--- config.mk ---
export PLATFORM = sky130hd
export DESIGN_NAME = type_length_message_deframer
export DESIGN_NICKNAME = d
export VERILOG_FILES = /design/src/design/tlmd_pkg.sv /design/src/design/tlmd_ram.sv /design/src/design/type_length_message_deframer.sv
export VERILOG_INCLUDE_DIRS = /design/src /design/src/design
export SDC_FILE = /design/constraint.sdc
export NUM_CORES = 1
export LEC_CHECK = 0
export BUFFER_PORTS_ARGS = -buffer_cell sky130_fd_sc_hd__buf_2
export CORE_ASPECT_RATIO = 2
export CORE_MARGIN = 2
export CORE_UTILIZATION = 55
export CTS_CLUSTER_SIZE = 10
export DETAILED_ROUTE_END_ITERATION = 16
export PLACE_DENSITY = 0.82
export REMOVE_ABC_BUFFERS = 1
export SLEW_MARGIN = 10
export SYNTH_ARGS = -nofsm -noshare
export SYNTH_HDL_FRONTEND = slang
export SYNTH_HIERARCHICAL = 1
export SYNTH_SLANG_ARGS = --single-unit
export TNS_END_PERCENT = 5
--- constraint.sdc ---
create_clock -name clk_i -period 4.55 [get_ports clk_i]
set_input_delay 0.2275 -clock clk_i [delete_from_list [all_inputs] [get_ports clk_i]]
set_output_delay 0.2275 -clock clk_i [all_outputs]
set_load 0.02 [all_outputs]
--- src/design/type_length_message_deframer_defines.svh ---
`ifndef TYPE_LENGTH_MESSAGE_DEFRAMER_DEFINES_SVH
`define TYPE_LENGTH_MESSAGE_DEFRAMER_DEFINES_SVH

// Concurrent check on clk_i, off while reset is held.
`define TLMD_ASSERT(name, prop, msg) \
  name: assert property (@(posedge clk_i) disable iff (!rst_ni) prop) else $error(msg);

// Concurrent check on clk_i that also holds during reset.
`define TLMD_ASSERT_ALWAYS(name, prop, msg) \
  name: assert property (@(posedge clk_i) prop) else $error(msg);

`endif

--- src/design/tlmd_pkg.sv ---
package tlmd_pkg;

  // Message store size and parsed-message counter width
  localparam int STORE_DEPTH = 32;
  localparam int COUNT_WIDTH = 16;
  localparam int ADDR_W      = $clog2(STORE_DEPTH);

  // Header fields
  localparam int TYPE_W = 3;
  localparam int LEN_W  = 5;

  // Reported count width and its ceiling
  localparam int              REP_COUNT_W   = 16;
  localparam logic [31:0]     REP_COUNT_MAX = 32'h0000_FFFF;

  // Register reset values
  localparam logic [LEN_W-1:0] MAX_LENGTH_RST     = 5'h1F;
  localparam logic [7:0]       HANDLER_ENABLE_RST = 8'hFF;

  // Configuration register indexes
  typedef enum logic [0:0] {
    CFG_MAX_LENGTH     = 1'b0,
    CFG_HANDLER_ENABLE = 1'b1
  } cfg_index_e;

  // Result kinds
  typedef enum logic [1:0] {
    KIND_PAYLOAD = 2'd0,
    KIND_EMPTY   = 2'd1,
    KIND_STATUS  = 2'd2
  } kind_e;

  // Buffer status codes
  typedef enum logic [1:0] {
    STAT_OK        = 2'd0,
    STAT_TOO_LONG  = 2'd1,
    STAT_TRUNCATED = 2'd2
  } status_e;

  // Clip a counter value to the reported width
  function automatic logic [REP_COUNT_W-1:0] clip_count(input logic [31:0] cnt);
    logic [REP_COUNT_W-1:0] res;
    if (cnt > REP_COUNT_MAX) begin
      res = REP_COUNT_MAX[REP_COUNT_W-1:0];
    end else begin
      res = cnt[REP_COUNT_W-1:0];
    end
    return res;
  endfunction

endpackage

--- src/design/tlmd_ram.sv ---
module tlmd_ram #(
  parameter int WIDTH = 8,
  parameter int DEPTH = 32
) (
  input  logic                     clk_i,
  input  logic                     wr_en_i,
  input  logic [$clog2(DEPTH)-1:0] wr_addr_i,
  input  logic [WIDTH-1:0]         wr_data_i,
  input  logic                     rd_en_i,
  input  logic [$clog2(DEPTH)-1:0] rd_addr_i,
  output logic [WIDTH-1:0]         rd_data_o
);

  logic [WIDTH-1:0] mem_q [DEPTH];
  logic [WIDTH-1:0] rd_data_q;

  // One write port, one registered read port; read data holds without rd_en
  always_ff @(posedge clk_i) begin
    if (wr_en_i) begin
      mem_q[wr_addr_i] <= wr_data_i;
    end
    if (rd_en_i) begin
      rd_data_q <= mem_q[rd_addr_i];
    end
  end

  assign rd_data_o = rd_data_q;

endmodule

--- src/design/type_length_message_deframer.sv ---
// Type/length message deframer. Input beats carry one byte each; tlast marks
// the final byte of a buffer. Each message is a header byte (type in bits
// 7..5, length in bits 4..0) and then that many payload bytes, which are
// written into a 32-entry message store. A completed message whose type is
// enabled in handler_enable is read back from the store and sent as one beat
// per payload byte (tuser = payload), or as one empty-message beat when its
// length is zero; the last byte of a buffer adds a status beat with the
// message count, or an error code (length over max_length, or buffer ended
// inside a message). After a length error the rest of the buffer is dropped.
// Timing: a byte that gives no result leaves the input ready, so plain payload
// bytes stream at one per cycle. A byte that completes an enabled message
// first takes one store read to prime the single read port, then sends one
// beat per cycle for its N payload bytes; an empty message or a status beat
// adds one beat each; all of this stretches with back-pressure on the output.
// The input is not ready while a message or status is being sent. The output
// beat sits in a register, so the input takes new bytes while it waits.
// Configuration writes are always ready and take effect on the next byte.
module type_length_message_deframer (
  input  logic        clk_i,
  input  logic        rst_ni,
  // Configuration write channel
  input  logic        cfg_valid_i,
  output logic        cfg_ready_o,
  input  logic [0:0]  cfg_index_i,     // 0 max_length, 1 handler_enable
  input  logic [7:0]  cfg_data_i,
  // Byte input
  input  logic        s_axis_tvalid_i,
  output logic        s_axis_tready_o,
  input  logic [7:0]  s_axis_tdata_i,  // [7:0] in_byte
  input  logic        s_axis_tlast_i,  // end_of_buffer
  // Result output
  output logic        m_axis_tvalid_o,
  input  logic        m_axis_tready_i,
  // [2:0] msg_type, [10:3] payload_byte, [15:11] byte_index,
  // [20:16] msg_length, [22:21] status_code, [38:23] message_count, [39] zero
  output logic [39:0] m_axis_tdata_o,
  output logic [1:0]  m_axis_tuser_o,  // [1:0] kind
  output logic        m_axis_tlast_o   // last
);

  import tlmd_pkg::*;

  typedef enum logic [1:0] {
    PH_HEADER,
    PH_PAYLOAD,
    PH_SKIP
  } phase_e;

  typedef enum logic [2:0] {
    ST_IDLE,
    ST_READ,
    ST_SEND,
    ST_EMPTY,
    ST_STATUS
  } state_e;

  // Registers
  state_e                   state_q;
  phase_e                   phase_q;
  logic [LEN_W-1:0]         max_len_q;
  logic [7:0]               enable_q;
  logic [TYPE_W-1:0]        cur_type_q;
  logic [LEN_W-1:0]         cur_len_q;
  logic [ADDR_W-1:0]        rcv_q;
  logic [COUNT_WIDTH-1:0]   parsed_q;
  logic [TYPE_W-1:0]        rep_type_q;
  logic [LEN_W-1:0]         rep_len_q;
  logic [ADDR_W-1:0]        rd_idx_q;
  logic                     eob_q;
  status_e                  stat_code_q;
  logic [REP_COUNT_W-1:0]   stat_count_q;

  logic                     out_valid_q;
  kind_e                    out_kind_q;
  logic [TYPE_W-1:0]        out_type_q;
  logic [7:0]               out_byte_q;
  logic [ADDR_W-1:0]        out_idx_q;
  logic [LEN_W-1:0]         out_len_q;
  status_e                  out_code_q;
  logic [REP_COUNT_W-1:0]   out_count_q;
  logic                     out_last_q;

  // Parser next values
  phase_e                   phase_d;
  logic [TYPE_W-1:0]        cur_type_d;
  logic [LEN_W-1:0]         cur_len_d;
  logic [ADDR_W-1:0]        rcv_d;
  logic [COUNT_WIDTH-1:0]   parsed_d;
  logic                     emp_msg;
  logic                     rep_msg;
  status_e                  stat_code_d;

  logic                     in_fire;
  logic                     slot_free;
  logic                     out_load;
  logic [TYPE_W-1:0]        hdr_type;
  logic [LEN_W-1:0]         hdr_len;
  logic                     idx_final;

  logic                     st_wr_en;
  logic                     st_rd_en;
  logic [ADDR_W-1:0]        st_rd_addr;
  logic [7:0]               st_rd_data;

  // Assertion helpers
  logic                     beat_status;
  logic                     beat_payload;
  logic                     in_payload;
  logic                     eob_fire;

  assign cfg_ready_o     = 1'b1;
  assign s_axis_tready_o = (state_q == ST_IDLE);
  assign in_fire         = s_axis_tvalid_i && s_axis_tready_o;
  assign slot_free       = !out_valid_q || m_axis_tready_i;
  assign out_load        = slot_free && ((state_q == ST_SEND) || (state_q == ST_EMPTY) ||
                                         (state_q == ST_STATUS));
  assign hdr_type        = s_axis_tdata_i[7:5];
  assign hdr_len         = s_axis_tdata_i[4:0];
  assign idx_final       = ({1'b0, rd_idx_q} + 6'd1) == {1'b0, rep_len_q};

  // Header / payload parsing of the accepted byte
  always_comb begin
    logic             cnt_inc;
    logic [ADDR_W-1:0] rcv_inc;
    phase_d    = phase_q;
    cur_type_d = cur_type_q;
    cur_len_d  = cur_len_q;
    rcv_d      = rcv_q;
    emp_msg    = 1'b0;
    rep_msg    = 1'b0;
    cnt_inc    = 1'b0;
    rcv_inc    = rcv_q + ADDR_W'(1);
    case (phase_q)
      PH_HEADER: begin
        if (hdr_len > max_len_q) begin
          phase_d = PH_SKIP;
        end else if (hdr_len == '0) begin
          cnt_inc = 1'b1;
          emp_msg = enable_q[hdr_type];
        end else begin
          cur_type_d = hdr_type;
          cur_len_d  = hdr_len;
          rcv_d      = '0;
          phase_d    = PH_PAYLOAD;
        end
      end
      PH_PAYLOAD: begin
        if (rcv_inc == cur_len_q) begin
          cnt_inc = 1'b1;
          rep_msg = enable_q[cur_type_q];
          phase_d = PH_HEADER;
          rcv_d   = '0;
        end else begin
          rcv_d = rcv_inc;
        end
      end
      default: begin
        phase_d = PH_SKIP;
      end
    endcase
    // Saturating message counter
    if (cnt_inc && (parsed_q != '1)) begin
      parsed_d = parsed_q + COUNT_WIDTH'(1);
    end else begin
      parsed_d = parsed_q;
    end
    // Buffer status from the phase this byte leaves behind
    case (phase_d)
      PH_SKIP:    stat_code_d = STAT_TOO_LONG;
      PH_PAYLOAD: stat_code_d = STAT_TRUNCATED;
      default:    stat_code_d = STAT_OK;
    endcase
  end

  // Store ports: payload written at accept, read back only in later cycles,
  // so a read never meets a write to the same entry
  assign st_wr_en   = in_fire && (phase_q == PH_PAYLOAD);
  assign st_rd_en   = (state_q == ST_READ) ||
                      ((state_q == ST_SEND) && slot_free && !idx_final);
  assign st_rd_addr = (state_q == ST_READ) ? rd_idx_q : rd_idx_q + ADDR_W'(1);

  tlmd_ram #(
    .WIDTH (8),
    .DEPTH (STORE_DEPTH)
  ) u_store (
    .clk_i     (clk_i),
    .wr_en_i   (st_wr_en),
    .wr_addr_i (rcv_q),
    .wr_data_i (s_axis_tdata_i),
    .rd_en_i   (st_rd_en),
    .rd_addr_i (st_rd_addr),
    .rd_data_o (st_rd_data)
  );

  // Sequencer, parser state, registers and output beat
  always_ff @(posedge clk_i or negedge rst_ni) begin
    if (!rst_ni) begin
      state_q      <= ST_IDLE;
      phase_q      <= PH_HEADER;
      max_len_q    <= MAX_LENGTH_RST;
      enable_q     <= HANDLER_ENABLE_RST;
      cur_type_q   <= '0;
      cur_len_q    <= '0;
      rcv_q        <= '0;
      parsed_q     <= '0;
      rep_type_q   <= '0;
      rep_len_q    <= '0;
      rd_idx_q     <= '0;
      eob_q        <= 1'b0;
      stat_code_q  <= STAT_OK;
      stat_count_q <= '0;
      out_valid_q  <= 1'b0;
      out_kind_q   <= KIND_PAYLOAD;
      out_type_q   <= '0;
      out_byte_q   <= '0;
      out_idx_q    <= '0;
      out_len_q    <= '0;
      out_code_q   <= STAT_OK;
      out_count_q  <= '0;
      out_last_q   <= 1'b0;
    end else begin
      // Configuration writes
      if (cfg_valid_i) begin
        case (cfg_index_i)
          CFG_MAX_LENGTH:     max_len_q <= cfg_data_i[LEN_W-1:0];
          CFG_HANDLER_ENABLE: enable_q  <= cfg_data_i;
          default:            ;
        endcase
      end

      // Output register drains unless a new beat is loaded
      if (m_axis_tready_i && !out_load) begin
        out_valid_q <= 1'b0;
      end

      case (state_q)
        ST_IDLE: begin
          if (in_fire) begin
            eob_q        <= s_axis_tlast_i;
            stat_code_q  <= stat_code_d;
            stat_count_q <= clip_count(32'(parsed_d));
            rep_type_q   <= rep_msg ? cur_type_q : hdr_type;
            rep_len_q    <= cur_len_q;
            rd_idx_q     <= '0;
            if (s_axis_tlast_i) begin
              phase_q    <= PH_HEADER;
              cur_type_q <= '0;
              cur_len_q  <= '0;
              rcv_q      <= '0;
              parsed_q   <= '0;
            end else begin
              phase_q    <= phase_d;
              cur_type_q <= cur_type_d;
              cur_len_q  <= cur_len_d;
              rcv_q      <= rcv_d;
              parsed_q   <= parsed_d;
            end
            if (rep_msg) begin
              state_q <= ST_READ;
            end else if (emp_msg) begin
              state_q <= ST_EMPTY;
            end else if (s_axis_tlast_i) begin
              state_q <= ST_STATUS;
            end
          end
        end
        ST_READ: begin
          state_q <= ST_SEND;
        end
        ST_SEND: begin
          if (slot_free) begin
            out_valid_q <= 1'b1;
            out_kind_q  <= KIND_PAYLOAD;
            out_type_q  <= rep_type_q;
            out_byte_q  <= st_rd_data;
            out_idx_q   <= rd_idx_q;
            out_len_q   <= rep_len_q;
            out_code_q  <= STAT_OK;
            out_count_q <= '0;
            out_last_q  <= idx_final && !eob_q;
            if (idx_final) begin
              state_q <= eob_q ? ST_STATUS : ST_IDLE;
            end else begin
              rd_idx_q <= rd_idx_q + ADDR_W'(1);
            end
          end
        end
        ST_EMPTY: begin
          if (slot_free) begin
            out_valid_q <= 1'b1;
            out_kind_q  <= KIND_EMPTY;
            out_type_q  <= rep_type_q;
            out_byte_q  <= '0;
            out_idx_q   <= '0;
            out_len_q   <= '0;
            out_code_q  <= STAT_OK;
            out_count_q <= '0;
            out_last_q  <= !eob_q;
            state_q     <= eob_q ? ST_STATUS : ST_IDLE;
          end
        end
        ST_STATUS: begin
          if (slot_free) begin
            out_valid_q <= 1'b1;
            out_kind_q  <= KIND_STATUS;
            out_type_q  <= '0;
            out_byte_q  <= '0;
            out_idx_q   <= '0;
            out_len_q   <= '0;
            out_code_q  <= stat_code_q;
            out_count_q <= (stat_code_q == STAT_OK) ? stat_count_q : '0;
            out_last_q  <= 1'b1;
            state_q     <= ST_IDLE;
          end
        end
        default: begin
          state_q <= ST_IDLE;
        end
      endcase
    end
  end

  assign m_axis_tvalid_o = out_valid_q;
  assign m_axis_tuser_o  = out_kind_q;
  assign m_axis_tlast_o  = out_last_q;
  assign m_axis_tdata_o  = {1'b0, out_count_q, out_code_q, out_len_q, out_idx_q,
                            out_byte_q, out_type_q};

  assign beat_status  = m_axis_tvalid_o && (out_kind_q == KIND_STATUS);
  assign beat_payload = m_axis_tvalid_o && (out_kind_q == KIND_PAYLOAD);
  assign in_payload   = (phase_q == PH_PAYLOAD);
  assign eob_fire     = in_fire && s_axis_tlast_i;

`include "type_length_message_deframer_defines.svh"

  // A status beat always closes the results of its byte
  `TLMD_ASSERT(a_status_last, beat_status |-> out_last_q, "status beat without last")
  // A payload beat lies inside its message
  `TLMD_ASSERT(a_payload_idx, beat_payload |-> (out_idx_q < out_len_q), "index beyond length")
  // Receive position stays inside the current message
  `TLMD_ASSERT_ALWAYS(a_rcv_range, in_payload |-> (rcv_q < cur_len_q), "rcv_q past cur_len_q")
  // A buffer end returns the parser to a clean header phase
  `TLMD_ASSERT(a_eob_clear, eob_fire |=> (!in_payload && phase_q == PH_HEADER), "not clean")
  `TLMD_ASSERT(a_eob_count, eob_fire |=> (parsed_q == '0), "count kept at buffer end")

endmodule
==> flow_summary.json <==
{
  "drcViolationCount": 0,
  "via_count": 9470,
  "start_util": 0.557,
  "synth-xor-area-share": 0.0187,
  "grt_usage": 0.248,
  "drv_slew": 0,
  "synth_compound_area_frac": 0.0699,
  "clock_latency_ns": 0.55,
  "maxSlewHeadroom": 0.167,
  "synth_seq_cells": 386,
  "rsz0062_at_grt": "no",
  "outcome": "finished clean",
  "grt-busiest-layer": "met2",
  "yosys.area_share.simple": 0.0830,
  "use_met1": 0.234,
  "power_density_mw_per_mm2": 560,
  "period_share": 0.723,
  "gp_congestion": 0.881,
  "hold_path.class": "input port to flop",
  "grt_first_pass_wirelength_mm": 57.7,
  "yosysTopAreaCellShare": 0.484,
  "ctsHtreeMaxLevel": 2,
  "die_area_sq_mm": 0.0312,
  "yosysSeqAreaShare": 0.672,
  "routedWlPerCell_um": 25.5,
  "vdd_drop_max_mv": 0.337,
  "synth_cells": 1042,
  "die_x_um": 126,
  "power_mw": 10.3,
  "syn_avg_cell_area_sq_um": 15.7,
  "worstPathMaxFanout": 11,
  "gr-usage-met2": 0.475,
  "worstPathArrival_ns": 3.45,
  "max_cap_violations": 0,
  "cts-root-buf": "clkbuf_16",
  "utilization": 0.624,
  "vias_per_cell": 6.34,
  "numPortBuffers": 66,
  "cts_tree": "built",
  "grt_max_degree": 78,
  "ant_nets": 0,
  "ctsResizeCount": 0,
  "leakagePower_nw": 6.68,
  "antenna_cells": 0,
  "synth_edf_count": 264,
  "fillers": 2036,
  "drt_pass1_iterations": 5,
  "synthMuxAreaShare": 0.130,
  "synth-adder-area-share": 0.00612,
  "worstSetupEndpointType": "flop",
  "clk_pin_slew_ns": 0.06,
  "fp.coreArea_sq_mm": 0.0294,
  "seq_area_sq_mm": 0.0110,
  "path_class": "flop to flop",
  "nets": 1148,
  "worst_slew_pin_slew_ns": 1.25,
  "pin_count": 69,
  "ys.flop_type": "edfxtp_1",
  "yosysMostFrequentCell": "edfxtp_1",
  "drive_above_1_share": 0.234,
  "die_h_um": 248,
  "std_cell_rows": 89,
  "syn2layout_area_growth_pct": 12.1,
  "first_iter_violations": 756,
  "period_minus_slack_ns": 3.29,
  "numCtsBuffers": 44,
  "wirelength_mm": 38.1,
  "synthArstFlopShare": 0.316,
  "synth_top_family_by_area": "multiplexers",
  "grt_pass1_vias": 10000,
  "grt_util_met3": 0.0336,
  "multi_input_area_sq_mm": 0.00507,
  "synthTopCellsByArea": "edfxtp_1, dfrtp_1, mux4_2, nand2_1, dfstp_2",
  "hold_viol_final": 0,
  "yosysWarnings": 6,
  "fmax_mhz": 304,
  "synth_cell_types": 79,
  "synth.largest_area_cell": "edfxtp_1",
  "antenna_found_initial": 0,
  "cts.sinks": 386,
  "fin_skew_ns": 0.0155,
  "tns_ns": 0,
  "synth_area_sq_mm": 0.0164,
  "detailed_place_hpwl_mm": 25.6,
  "grt-ovfl-total": 0,
  "yosys-top-cells-count": "edfxtp_1, nand2_1, dfrtp_1",
  "finalSetupViolCount": 0,
  "worstSetupStartpointType": "flop",
  "cts_buffer_depth": 3,
  "cp.required_ns": 4.71
}
-- layout make-up --
type / instances / share of cell area
Sequential cell: 386 / 0.599
Multi-Input combinational cell: 585 / 0.276
Clock buffer: 55 / 0.0634
Timing Repair Buffer: 88 / 0.0297
Tap cell: 364 / 0.0248
Clock inverter: 3 / 0.00382
Inverter: 12 / 0.00245
-- path summary, 6_finish.rpt --
check	startpoint	endpoint	slack, ns	cells past startpoint
worst max-delay path	state_q[0]	u_store/mem_q[26][6]	1.26	6
worst min-delay path	cfg_index_i	max_len_q[4]	0.09	4
worst max register to register	state_q[0]	u_store/mem_q[26][6]	1.26	6
worst min register to register	out_byte_q[3]	out_byte_q[3]	0.47	2
max in group asynchronous	rst_ni	stat_count_q[8]	2.96	3
min in group asynchronous	rst_ni	out_idx_q[2]	0.39	2
-- placed cells by master (no fill, tap or decap), types with 5 or more instances in the layout --
cell type / netlist / final
a211oi_1: 6 / 6
a21o_1: 11 / 11
a21oi_1: 9 / 9
a22o_1: 28 / 28
a31oi_1: 6 / 6
and2_1: 8 / 8
and3_1: 7 / 7
buf_2: 6 / 65
buf_4: 9 / 12
clkbuf_1: 37 / 10
clkbuf_16: 0 / 45
dfrtp_1: 109 / 109
dfstp_2: 13 / 13
dlygate4sd3_1: 0 / 9
edfxtp_1: 264 / 264
ha_1: 8 / 8
inv_1: 11 / 11
mux2_2: 19 / 19
mux2i_1: 7 / 7
mux4_2: 82 / 82
nand2_1: 114 / 114
nand3_1: 19 / 19
nand3b_1: 11 / 11
nand4_1: 6 / 6
nor2_1: 56 / 56
nor2b_1: 5 / 5
nor3_1: 9 / 9
o21ai_0: 55 / 55
o21ai_1: 10 / 9
or3_1: 8 / 8
xnor2_1: 20 / 18
xor2_1: 7 / 7
-- metrics by stage --
stage	cell area, sq um	std cells	setup WS [ns]	hold slack, ns
6_report	18400	1493	1.26	0.0867
3_5_place_dp	17000	1426	1.35	0.446
4_1_cts	18400	1493	1.34	0.0667
3_3_place_gp	17000	1426	1.39	0.433
5_1_grt	18400	1493	1.07	0.133
2_1_floorplan	16100	983	-3.63	-0.0681
-- repair_timing --
action                    in CTS  in global routing
hold buffers                   9                  0
hold endpoints to repair      76                  0
buffers inserted               0                  0
-- registers in the layout (all words and copies together), names as in the netlist, 2 cells and up --
register	count
rcv_q	5
max_len_q	5
enable_q	8
rd_idx_q	5
u_store/rd_data_o	8
parsed_q	16
out_idx_q	5
cur_type_q	3
u_store/mem_q	256
out_len_q	5
cur_len_q	5
out_byte_q	8
rep_type_q	3
phase_q	2
out_count_q	16
rep_len_q	5
stat_count_q	16
state_q	3
out_code_q	2
m_axis_tuser_o	2
out_type_q	3
stat_code_q	2
-- kinds of logic after synthesis --
family                   after synthesis
XOR/XNOR                              30
other                                  2
multiplexers                         108
AO/OA/AOI/OAI                        164
adder cells (fa/ha/maj)                8
flip-flops                           386
buffers and inverters                 71
AND/OR/NAND/NOR                      273
-- worst max-delay path: stages, from the launching register on --
cell and delay [ns]:
dfrtp_1 0.49, or3_1 0.48, inv_2 0.11, nand2_1 0.10, nor2_1 0.28, nand3b_1 0.38, nor2_1 1.06
-- power by group --
group / leakage (nW) / internal (mW) / switching, mW
registers: 3.97 / 4.10 / 0.289
clock network: 0.600 / 1.84 / 1.29
logic: 2.11 / 1.24 / 1.53
-- layer usage --
| layer | vias up | wire length [um] |
|---|---|---|
| met5 | - | 0 |
| met2 | 432 | 21600 |
| met4 | 0 | 3170 |
| li1 | 4131 | - |
| met3 | 141 | 1780 |
| met1 | 4766 | 11500 |
(Power assumes the default switching activity.)
